[config.mk]
export PLATFORM = sky130hd
export DESIGN_NAME = four_level_page_walker_core
export DESIGN_NICKNAME = d
export VERILOG_FILES = /design/src/rtl/core/fpw_pkg.sv /design/src/rtl/core/four_level_page_walker_core.sv
export SDC_FILE = /design/constraint.sdc
export NUM_CORES = 1
export LEC_CHECK = 0
export BUFFER_PORTS_ARGS = -buffer_cell sky130_fd_sc_hd__buf_2
export CAP_MARGIN = 40
export CORE_AREA = 3 3 163 165
export CTS_CLUSTER_SIZE = 28
export DETAILED_ROUTE_END_ITERATION = 7
export DIE_AREA = 0 0 166 168
export GPL_TIMING_DRIVEN = 0
export PLACE_DENSITY = 0.7
export REMOVE_ABC_BUFFERS = 1
export SKIP_CTS_REPAIR_TIMING = 1
export SYNTH_ARGS = -nofsm -noshare
export SYNTH_HDL_FRONTEND = slang
export SYNTH_SLANG_ARGS = --single-unit
[constraint.sdc]
create_clock -name clk -period 18.91 [get_ports clk]
set_clock_uncertainty 0.05 [all_clocks]
set_input_delay 1.891 -clock clk [delete_from_list [all_inputs] [get_ports clk]]
set_output_delay 1.891 -clock clk [all_outputs]
set_load 0.05 [all_outputs]
[src/rtl/core/fpw_pkg.sv]
// ----------------------------------------------------------------------------
// Four-level page walker package
// Field widths, operation and result codes, and the table walk helpers.
// ----------------------------------------------------------------------------
package fpw_pkg;

  localparam int unsigned VA_W     = 64;
  localparam int unsigned ENTRY_W  = 64;
  localparam int unsigned PA_W     = 52;
  localparam int unsigned SKIP_W   = 40;
  localparam int unsigned INDEX_W  = 9;
  localparam int unsigned OFFSET_W = 12;
  localparam int unsigned LEVEL_W  = 2;
  localparam int unsigned CFG_DATA_W = 64;
  localparam int unsigned CFG_ADDR_W = 4;

  // Input operation codes.
  typedef enum logic {
    OP_TRANSLATE = 1'b0,
    OP_ENTRY     = 1'b1
  } op_t;

  // Result kinds.
  typedef enum logic {
    KIND_READ = 1'b0,
    KIND_DONE = 1'b1
  } kind_t;

  // Walk status codes.
  typedef enum logic {
    STATUS_MAPPED  = 1'b0,
    STATUS_MISSING = 1'b1
  } status_t;

  // Register index of the root pointer (paddr bit 3 selects the register).
  localparam logic REG_PAGE_ROOT = 1'b0;

  // Region sizes reported for a zero entry at each upper level.
  localparam logic [SKIP_W-1:0] SKIP_512G = 40'h80_0000_0000;
  localparam logic [SKIP_W-1:0] SKIP_1G   = 40'h00_4000_0000;
  localparam logic [SKIP_W-1:0] SKIP_2M   = 40'h00_0020_0000;

  // Nine-bit table index of a virtual address at a given level.
  function automatic logic [INDEX_W-1:0] level_index(input logic [VA_W-1:0] va,
                                                     input logic [LEVEL_W-1:0] level);
    logic [INDEX_W-1:0] idx;
    case (level)
      2'd0:    idx = va[47:39];
      2'd1:    idx = va[38:30];
      2'd2:    idx = va[29:21];
      2'd3:    idx = va[20:12];
      default: idx = '0;
    endcase
    return idx;
  endfunction

  // Size of the region skipped when the entry at this level is zero.
  function automatic logic [SKIP_W-1:0] skip_size(input logic [LEVEL_W-1:0] level);
    logic [SKIP_W-1:0] size;
    case (level)
      2'd0:    size = SKIP_512G;
      2'd1:    size = SKIP_1G;
      2'd2:    size = SKIP_2M;
      default: size = '0;
    endcase
    return size;
  endfunction

endpackage

[src/rtl/core/four_level_page_walker_core.sv]
// ----------------------------------------------------------------------------
// Four-level page walker core
// Walks a four-level, 9-bit-index, 4 KiB-page table one entry at a time.
// The input channel carries translate requests (operation 0) and returned
// table entries (operation 1). Each accepted item that the walk uses gives
// one result item: either the address of the next entry to read or the
// finished walk (physical address, or a missing-table status with the
// size of the region that can be skipped). Requests while a walk is busy
// and entries while idle are dropped without a result.
// Results are registered: out_valid rises in the cycle after the item
// that gives the result is accepted, and an item can be accepted every
// cycle while in_stall is low; the memory round trip lies outside the block.
// The output register decouples the channels: in_stall rises only when a
// result is held and out_stall is high. A stalled result stays unchanged.
// Reset (rst_n low, synchronous) leaves the walker idle, clears the root
// pointer to zero and empties the output register.
// The root pointer is a 52-bit register at byte address 0 of the APB port.
// ----------------------------------------------------------------------------
module four_level_page_walker_core (
  input  logic                                clk,
  input  logic                                rst_n,
  // Input channel
  input  logic                                in_valid,
  output logic                                in_stall,
  input  logic                                in_operation,
  input  logic [fpw_pkg::VA_W-1:0]            in_virtual_address,
  input  logic [fpw_pkg::ENTRY_W-1:0]         in_table_entry,
  // Result channel
  output logic                                out_valid,
  input  logic                                out_stall,
  output logic                                out_result_kind,
  output logic [fpw_pkg::PA_W-1:0]            out_read_address,
  output logic [fpw_pkg::PA_W-1:0]            out_physical_address,
  output logic                                out_status,
  output logic [fpw_pkg::SKIP_W-1:0]          out_skip_size,
  // Configuration port
  input  logic                                psel,
  input  logic                                penable,
  input  logic                                pwrite,
  input  logic [fpw_pkg::CFG_ADDR_W-1:0]      paddr,
  input  logic [fpw_pkg::CFG_DATA_W-1:0]      pwdata,
  output logic [fpw_pkg::CFG_DATA_W-1:0]      prdata,
  output logic                                pready
);

  // Configuration and walk state.
  logic [fpw_pkg::PA_W-1:0]    page_root_r;
  logic [fpw_pkg::VA_W-1:0]    held_address_r, held_address_nxt;
  logic [fpw_pkg::LEVEL_W-1:0] walk_level_r, walk_level_nxt;
  logic                        walk_busy_r, walk_busy_nxt;

  // Output register.
  logic                        out_valid_r, out_valid_nxt;
  logic                        out_kind_r, out_kind_nxt;
  logic [fpw_pkg::PA_W-1:0]    out_raddr_r, out_raddr_nxt;
  logic [fpw_pkg::PA_W-1:0]    out_paddr_r, out_paddr_nxt;
  logic                        out_status_r, out_status_nxt;
  logic [fpw_pkg::SKIP_W-1:0]  out_skip_r, out_skip_nxt;

  logic                        in_accept;
  logic                        has_result;
  logic                        cfg_write;
  logic [fpw_pkg::LEVEL_W-1:0] next_level;

  // The input side waits only while a held result is stalled.
  assign in_stall  = out_valid_r & out_stall;
  assign in_accept = in_valid & ~in_stall;

  // APB register access.
  assign pready    = 1'b1;
  assign cfg_write = psel & penable & pwrite & pready;
  assign prdata    = (paddr[3] == fpw_pkg::REG_PAGE_ROOT)
                   ? {{(fpw_pkg::CFG_DATA_W - fpw_pkg::PA_W){1'b0}}, page_root_r}
                   : '0;

  assign next_level = walk_level_r + 2'd1;

  // Walk step: decide the result and the next walk state for one item.
  always_comb begin
    held_address_nxt = held_address_r;
    walk_level_nxt   = walk_level_r;
    walk_busy_nxt    = walk_busy_r;
    has_result       = 1'b0;
    out_kind_nxt     = fpw_pkg::KIND_READ;
    out_raddr_nxt    = '0;
    out_paddr_nxt    = '0;
    out_status_nxt   = fpw_pkg::STATUS_MAPPED;
    out_skip_nxt     = '0;
    if (in_operation == fpw_pkg::OP_TRANSLATE) begin
      if (!walk_busy_r) begin
        // New request: read the top-level entry.
        held_address_nxt = in_virtual_address;
        walk_level_nxt   = '0;
        walk_busy_nxt    = 1'b1;
        has_result       = 1'b1;
        out_raddr_nxt    = {page_root_r[fpw_pkg::PA_W-1:fpw_pkg::OFFSET_W],
                            fpw_pkg::level_index(in_virtual_address, 2'd0), 3'b000};
      end
    end else if (walk_busy_r) begin
      has_result = 1'b1;
      if (walk_level_r == 2'd3) begin
        // Page-table entry: frame plus page offset, presence not checked.
        walk_busy_nxt  = 1'b0;
        walk_level_nxt = '0;
        out_kind_nxt   = fpw_pkg::KIND_DONE;
        out_paddr_nxt  = {in_table_entry[fpw_pkg::PA_W-1:fpw_pkg::OFFSET_W],
                          held_address_r[fpw_pkg::OFFSET_W-1:0]};
      end else if (in_table_entry == '0) begin
        // Missing intermediate table ends the walk.
        walk_busy_nxt  = 1'b0;
        walk_level_nxt = '0;
        out_kind_nxt   = fpw_pkg::KIND_DONE;
        out_status_nxt = fpw_pkg::STATUS_MISSING;
        out_skip_nxt   = fpw_pkg::skip_size(walk_level_r);
      end else begin
        // Descend: read the entry of the next level.
        walk_level_nxt = next_level;
        out_raddr_nxt  = {in_table_entry[fpw_pkg::PA_W-1:fpw_pkg::OFFSET_W],
                          fpw_pkg::level_index(held_address_r, next_level), 3'b000};
      end
    end
  end

  // Output valid: load on a new result, clear once taken.
  always_comb begin
    if (in_accept && has_result) begin
      out_valid_nxt = 1'b1;
    end else if (!out_stall) begin
      out_valid_nxt = 1'b0;
    end else begin
      out_valid_nxt = out_valid_r;
    end
  end

  // Control state and configuration register.
  always_ff @(posedge clk) begin
    if (!rst_n) begin
      page_root_r    <= '0;
      held_address_r <= '0;
      walk_level_r   <= '0;
      walk_busy_r    <= 1'b0;
      out_valid_r    <= 1'b0;
    end else begin
      if (cfg_write && paddr[3] == fpw_pkg::REG_PAGE_ROOT) begin
        page_root_r <= pwdata[fpw_pkg::PA_W-1:0];
      end
      if (in_accept) begin
        held_address_r <= held_address_nxt;
        walk_level_r   <= walk_level_nxt;
        walk_busy_r    <= walk_busy_nxt;
      end
      out_valid_r <= out_valid_nxt;
    end
  end

  // Result payload register.
  always_ff @(posedge clk) begin
    if (in_accept && has_result) begin
      out_kind_r   <= out_kind_nxt;
      out_raddr_r  <= out_raddr_nxt;
      out_paddr_r  <= out_paddr_nxt;
      out_status_r <= out_status_nxt;
      out_skip_r   <= out_skip_nxt;
    end
  end

  assign out_valid            = out_valid_r;
  assign out_result_kind      = out_kind_r;
  assign out_read_address     = out_raddr_r;
  assign out_physical_address = out_paddr_r;
  assign out_status           = out_status_r;
  assign out_skip_size        = out_skip_r;

endmodule

# After elaboration in Yosys (flattened, before gate mapping)

Index checks and enable logic that the tools add are counted.

Add/subtract/negate cells: 1
Reduce and logical (&&, ||, !) cells: 11
Equality and inequality tests: 9
Muxes and demuxes: 24
Bitwise operators: 9

Operators with widths:

| cell                                                                    | count |
|---|---|
| 52-bit 2-to-1 mux                                                       | 6 |
| 40-bit one-hot mux with 3 select lines                                  | 1 |
| 64-bit logical NOT                                                      | 1 |
| 9-bit one-hot mux with 4 select lines                                   | 1 |
| 1-bit 2-to-1 mux                                                        | 11 |
| 2-bit 2-to-1 mux                                                        | 5 |
| 3-bit AND reduction                                                     | 3 |
| 2-bit == test, second input constant                                    | 4 |
| 1-bit inverter                                                          | 5 |
| 1-bit AND                                                               | 4 |
| 2-bit by 1-bit == test with 1-bit output, second input constant         | 2 |
| 2-bit logical NOT                                                       | 2 |
| 2-bit by 1-bit inequality test with 1-bit output, second input constant | 2 |
| 4-bit OR reduction                                                      | 1 |
| 3-bit OR reduction                                                      | 1 |
| 2-bit by 1-bit adder with 2-bit output, second input constant           | 1 |
| 1-bit logical AND                                                       | 2 |
| 2-bit inequality test, second input constant                            | 1 |
| 2-bit AND reduction                                                     | 1 |

Flip-flop bits (word level): 250
Word-level logic and storage cells: 64
Output and inout port bits: 213

# Logic depth before layout (Yosys ltp)

Gate-level depths: netlist (run 1).

Depth after elaboration: 7
Depth in mapped cells: 7
Gate-level depth less buffers: 5

# Worst setup path after synthesis (run 1)

No wires, ideal clock.

Kind: input-to-reg
From: in in_operation
To: reg walk_level_r[0] (netlist name)
Buffers on the path: 0
Path slack: 11.401 ns
Setup time: 0.125 ns
Data arrival time: 7.333 ns
Cell stages on the path: 5
Cell sequence: inv_1 -> ha_1 -> nor2_1 -> nand4_1 -> o22ai_1

Cells in the longest elaborated chain, start to end: 2
Elaborated cells on any way between the ends: 4

RTL lines:

| element                                                                                                    | RTL line                           | text |
|---|---|---|
| start: declaration                                                                                         | four_level_page_walker_core.sv:25  | `input logic in_operation,` |
| 2-bit by 1-bit inequality test with 1-bit output (no line) / 2-bit inequality test (equally long branches) | -                                  |  |
| 3-bit AND reduction (no line)                                                                              | -                                  |  |
| end signal: assignment                                                                                     | four_level_page_walker_core.sv:149 | `walk_level_r <= walk_level_nxt;` |
| end: declaration                                                                                           | four_level_page_walker_core.sv:49  | `logic [fpw_pkg::LEVEL_W-1:0] walk_level_r, walk_level_nxt;` |

Several ways; a longest one is shown, not always the timed one.
A chain may end at the register's enable or synchronous reset.

# Worst setup path in the final report (run 1)

From: in paddr[3] (netlist name)
To: out prdata[19] (netlist name)

Cells in the longest elaborated chain, start to end: 1

RTL lines:

| element            | RTL line                          | text |
|---|---|---|
| start: declaration | four_level_page_walker_core.sv:40 | `input logic [fpw_pkg::CFG_ADDR_W-1:0] paddr,` |
| 52-bit 2-to-1 mux  | four_level_page_walker_core.sv:73 | `? {{(fpw_pkg::CFG_DATA_W - fpw_pkg::PA_W){1'b0}}, page_root_r}` |
| end: declaration   | four_level_page_walker_core.sv:42 | `output logic [fpw_pkg::CFG_DATA_W-1:0] prdata,` |

Every way passes these cells.

==> results of run 1 <==
-- worst min-delay path: cells and delay by family (launching register included) --
kind / cells / cell delay, ns
AO/OA/AOI/OAI: 1 / 0.06
AND/OR/NAND/NOR: 1 / 0.04
flip-flops: 1 / 0.30
-- cell families (layout without fill, tap and decap cells) --
| logic type | after synthesis | in the layout | synth area share |
|---|---|---|---|
| AND/OR/NAND/NOR | 337 | 337 | 0.186 |
| flip-flops | 201 | 201 | 0.577 |
| AO/OA/AOI/OAI | 156 | 156 | 0.146 |
| buffers and inverters | 125 | 394 | 0.0774 |
| adder cells (fa/ha/maj) | 9 | 9 | 0.0128 |
| other | 2 | 53 | 0.000852 |
-- flip-flops by register name, indices dropped and copies added, names as in the netlist --
| name | cells |
|---|---|
| out_physical_address | 52 |
| page_root_r | 52 |
| out_read_address | 49 |
| held_address_r | 39 |
| out_skip_size | 3 |
| walk_level_r | 2 |
| out_result_kind | 1 |
| out_status | 1 |
| out_valid | 1 |
| walk_busy_r | 1 |
-- per-layer routing --
metal | up-vias | global-route usage | wire length (um)
met1 | 3509 | 0.216 | 10400
met4 | 6 | 0.0597 | 818
met3 | 62 | 0.0488 | 2680
met5 | - | 0 | 34
met2 | 442 | 0.327 | 13500
li1 | 3449 | - | -
-- per-stage QoR --
step	total power [mW]	hold WS, ns
2_1_floorplan	0.650	0.389
3_3_place_gp	0.718	0.401
6_report	1.17	0.408
5_1_grt	1.21	0.438
3_5_place_dp	0.724	0.403
4_1_cts	1.18	0.411
-- power by group --
part / leakage [nW] / switching (mW) / total [mW] / internal, mW
Clock: 0.374 / 0.175 / 0.456 / 0.281
Combinational: 2.75 / 0.162 / 0.213 / 0.0507
Sequential: 1.79 / 0.00968 / 0.500 / 0.491
-- path summary, 6_finish.rpt --
path,cells past startpoint,end
setup reg to reg,5,out_read_address[7]$_DFFE_PP_
hold reg to reg,2,held_address_r[11]$_SDFFE_PN0P_
setup / recovery,4,prdata[19]
hold / removal,2,held_address_r[11]$_SDFFE_PN0P_
-- final cells by class --
class                           instances  area (sq um)  share of cell area
Tap cell                              330           413              0.0358
Sequential cell                       201          5080               0.441
Timing Repair Buffer                  348          1950               0.169
Clock buffer                           34           657              0.0570
Inverter                                6          23.8             0.00206
Multi-Input combinational cell        555          3270               0.284
Clock inverter                          6           119              0.0103
-- cells in the final DEF (no fill, tap or decap), types with 2 or more instances in the layout --
cell,instances
buf_12,10
ha_2,2
o22ai_1,2
o21a_1,2
o31ai_1,9
ha_1,7
nor2b_1,52
and3_1,52
a32o_1,40
clkinv_2,2
nor4_1,16
a21boi_0,91
nand2_1,195
edfxtp_1,106
nand4_1,6
conb_1,53
clkbuf_16,23
buf_2,331
bufinv_16,3
clkbuf_8,4
dfxtp_1,95
clkbuf_1,7
and3_2,5
nor2_4,3
inv_1,5
a222oi_1,9
buf_6,4
==> results.toml, run 1 <==
[run_status]
status = "complete, no violations"

[detailed_routing]
antenna_left = 0
drt-initial-drc-count = 630
drc = 0
routed_wl_um = 27400
wl_per_cell_um = 18.5
viasPerCell = 5.05
vias = 7468
dr.pass1.iters = 5

[place]
pre_cts_ws_ns = 13.99
gp_congestion = 0.832
dp.cells = 1440
dp_hpwl_um = 19600
portBuffers = 332
dpl_cell_area_sq_um = 10700

[worst_setup_path]
crit_required_ns = 16.97
crit_path_max_incr_delay_ns = 0.31
critPathCaptureType = "output port"
cp-start-kind = "primary input"
crit_family = "buffers and inverters"
r2r-start = "walk_level_r[0]$_SDFFE_PN0P_"
critical_path_arrival_ns = 2.96
path_buf_inv = 3
cpMaxStageDelayCell = "buf_2"
crit_fanout = 31
path_class = "primary input to output port"
crit_top_cell = "buf_2"
reg2reg_slack_ns = 15.81
path_cells = "buf_2 > buf_12 > nor2b_1 > buf_2"
crit_start = "paddr[3]"

[synthesis]
synth_most_common_cell = "nand2_1"
synth.top_cells.by_count = "nand2_1, edfxtp_1, dfxtp_1, a21boi_0, clkbuf_1"
syn-instance-count = 830
yosys_warnings = 0
avgSynthCellArea_sq_um = 10.6
postSynth.asyncResetShare = 0
synth.distinct_cells = 33
synth_top_area_share = 0.361
ys.flop_type = "edfxtp_1"
synth_edf_count = 106
ys_seq_area_frac = 0.577
ys_ff_latch = 201
synth_top_cell_by_area = "edfxtp_1"
synthTopCellsByArea = "edfxtp_1, dfxtp_1, nand2_1, a21boi_0, a32o_1"
syn_area_sq_um = 8810

[global_route]
antenna_found_initial = 3
grt_max_degree = 58
grt_pass1_wl_um = 41200
gr-usage-all-layers = 0.184
grt_overflow_total = 0
grt_pass1_vias = 7278

[sta]
setup_viol = 0
worstMarginPinSlew_ns = 0.870
max_slew_margin = 0.419
setup_tns_ns = 0
period_minus_slack_ns = 4.90
hold_violations = 0
timing.fmax_mhz = 204
fin_crit_sh = 0.259
rsz0062_at_grt = "no"
worst_slack_ns = 14.01
final_max_slew_viol_count = 0

[clock_tree]
ctsHtreeMaxLevel = 1
cts_buffers = 22
cts_tree = "yes"
cts_sinks = 201
cts_root_buf = "clkbuf_16"
path_clk_slew_ns = 0.06
clk-insertion-delay-late_ns = 0.50
cts_max_path_buffers = 3

[final_layout]
fin_util = 0.457
drive_above_1_share = 0.344
num-nets-final = 1347
area_growth_pct = 30.7
layoutNonFillerInstCount = 1480
antennaDiodeCount = 0
finalInstanceArea_sq_um = 11500
nFillCells = 2385

[floorplanning]
start_util = 0.350
num_io_pins = 417
die_width_um = 166
placementRows = 58
die_y_um = 168
die-area_sq_um = 27900
fp.coreArea_sq_um = 25200

[power]
power_density_nw_per_um2 = 102
ir_drop_uv = 69.0
leakage_nw = 4.91

[hold_path]
min_from = "held_address_r[11]$_SDFFE_PN0P_"
hp-class = "flip-flop to flip-flop"

[job]
max-cap-violations = 0
Note: power is estimated with default switching activity, not from simulation.
==> run 2, diff against run 1 <==
- ABC_AREA: default -> 1
- PLACE_DENSITY: 0.7 -> 0.72
- clock period: 18.91 -> 4.35 ns (I/O delays scaled with it)
==> run 2 against run 1 <==
Effect of this change:
- combinational power rose to 3.8 times the previous value
- sequential power rose to 4.3 times the previous value
- worst hold slack worse by 0.26 ns
- highest routed layer is now met4
- critical path type is now flip-flop to flip-flop
- first-iteration DRC count down 0.95%
- final area down 0.29%
==> results.toml, run 2 <==
[synthesis]
synth_top_area_share = 0.360
ys_seq_area_frac = 0.576
avgSynthCellArea_sq_um = 8.84
ys_ff_latch = 201
syn_area_sq_um = 8830
synth.distinct_cells = 22
synth_top_cell_by_area = "edfxtp_1"
synthTopCellsByArea = "edfxtp_1, dfxtp_1, nor2_1, a21oi_1, inv_1"
synth.top_cells.by_count = "nor2_1, inv_1, edfxtp_1, dfxtp_1"
yosys_warnings = 0
synth_most_common_cell = "nor2_1"
synth_edf_count = 106
syn-instance-count = 999
ys.flop_type = "edfxtp_1"
postSynth.asyncResetShare = 0

[job]
max-cap-violations = 0

[global_route]
grt_pass1_wl_um = 40300
antenna_found_initial = 0
grt_overflow_total = 0
grt_max_degree = 65
gr-usage-all-layers = 0.177
grt_pass1_vias = 7530

[detailed_routing]
drt-initial-drc-count = 624
vias = 7860
viasPerCell = 4.77
wl_per_cell_um = 16.1
routed_wl_um = 26500
antenna_left = 0
dr.pass1.iters = 5
drc = 0

[place]
portBuffers = 332
gp_congestion = 0.864
dp.cells = 1607
dp_hpwl_um = 19300

[clock_tree]
cts_sinks = 201
cts_root_buf = "clkbuf_16"
ctsHtreeMaxLevel = 1
cts_tree = "yes"
cts_buffers = 23
path_clk_slew_ns = 0.06
clk-insertion-delay-late_ns = 0.50
cts_max_path_buffers = 3

[sta]
max_slew_margin = 0.400
setup_viol = 0
fin_crit_sh = 0.603
hold_slack_ns = 0.153
timing.fmax_mhz = 381
hold_violations = 0
final_max_slew_viol_count = 0
period_minus_slack_ns = 2.62
rsz0062_at_grt = "no"
worstMarginPinSlew_ns = 0.898

[worst_setup_path]
cpMaxStageDelayCell = "nor2_4"
path_cells = "inv_1 > ha_1 > nor2_4 > buf_12 > buf_12"
crit_required_ns = 4.49
crit_top_cell = "buf_12"
crit_fanout = 30
worst-path-stages = 5
path_class = "flip-flop to flip-flop"
path_buf_inv = 3
critPathCaptureType = "flip-flop"
crit_family = "buffers and inverters"
r2r-start = "walk_busy_r$_SDFFE_PN0P_"
reg2reg_depth = 5
cp-start-kind = "flip-flop"
crit_path_max_incr_delay_ns = 0.72
critical_path_arrival_ns = 2.76
reg2reg_slack_ns = 1.73
r2r_end = "out_physical_address[28]$_SDFFCE_PN0P_"

[hold_path]
hold_depth = 3
hp-class = "primary input to flip-flop"
min_from = "in_virtual_address[29]"
whs_endpoint = "held_address_r[29]$_SDFFE_PN0P_"

[floorplanning]
fp.coreArea_sq_um = 25200
start_util = 0.351
die-area_sq_um = 27900
num_io_pins = 417
die_width_um = 166
die_y_um = 168
placementRows = 58

[final_layout]
seq_area_sq_um = 5080
multi_input_area_sq_um = 2800
layout_common_cells = "buf_2, nor2_1, inv_1"
nFillCells = 2439
area_growth_pct = 30.1
drive_above_1_share = 0.302
antennaDiodeCount = 0
num-nets-final = 1515
layoutNonFillerInstCount = 1648
fin_util = 0.456
mostFrequentLayoutCell = "buf_2"

[power]
power_density_nw_per_um2 = 424
leakage_nw = 5.06
p_total_mw = 4.87
ir_drop_uv = 307

[run_status]
status = "complete, no violations"
[run 2: logic make-up after synthesis]
kind of cell	after synthesis	share of synthesized area
flops	201	0.576
fa+ha+maj	9	0.0128
simple gates	338	0.162
buf+inv	240	0.130
compound gates	209	0.118
other cells	2	0.000851
[run 2: metal layers]
metal	part of all wire	vias up	GRT usage
met5	0	-	0
met4	0.032	0	0.0586
met3	0.086	63	0.0392
met2	0.49	401	0.319
met1	0.39	3647	0.211
li1	-	3749	-
[run 2: how the worst max path moves through the flow]
stage / start / to / slack [ns]
after detailed placement: in_operation / out_read_address[23]$_DFFE_PP_ / 1.45
after CTS: walk_busy_r$_SDFFE_PN0P_ / out_physical_address[26]$_SDFFCE_PN0P_ / 1.72
after global routing: walk_busy_r$_SDFFE_PN0P_ / walk_level_r[1]$_SDFFE_PN0P_ / 1.52
after floorplan: in_operation / walk_level_r[1]$_SDFFE_PN0P_ / -2.05
after global placement: in_operation / walk_level_r[1]$_SDFFE_PN0P_ / -5.02
final: walk_busy_r$_SDFFE_PN0P_ / out_physical_address[28]$_SDFFCE_PN0P_ / 1.73
[run 2: where the power goes]
group          switching (mW)  leakage [nW]  internal, mW
registers              0.0290          1.79          2.11
logic                   0.614          2.92         0.188
clock network           0.772         0.361          1.16
total                    1.42          5.06          3.45
[run 2: metrics by stage]
stage	setup TNS [ns]	setup slack [ns]	instance area, sq um
global placement	-488.99	-5.02	10400
detailed placement	0	1.45	10700
CTS	0	1.72	11500
floorplan	-183.73	-2.05	8320
global route	0	1.52	11500
finish	0	1.73	11500
[run 2: layout make-up]
cell class              count  share of cell area
clock buffers              24              0.0513
clock inverters            17              0.0142
inverters                 121              0.0398
multi-input cells         609               0.244
flip-flops and latches    201               0.443
well taps                 330              0.0359
repair buffers            346               0.172
[run 2: worst min-delay path, stage by stage]
cell and delay (ns):
buf_2 0.10, nand3_1 0.07, a21oi_1 0.06
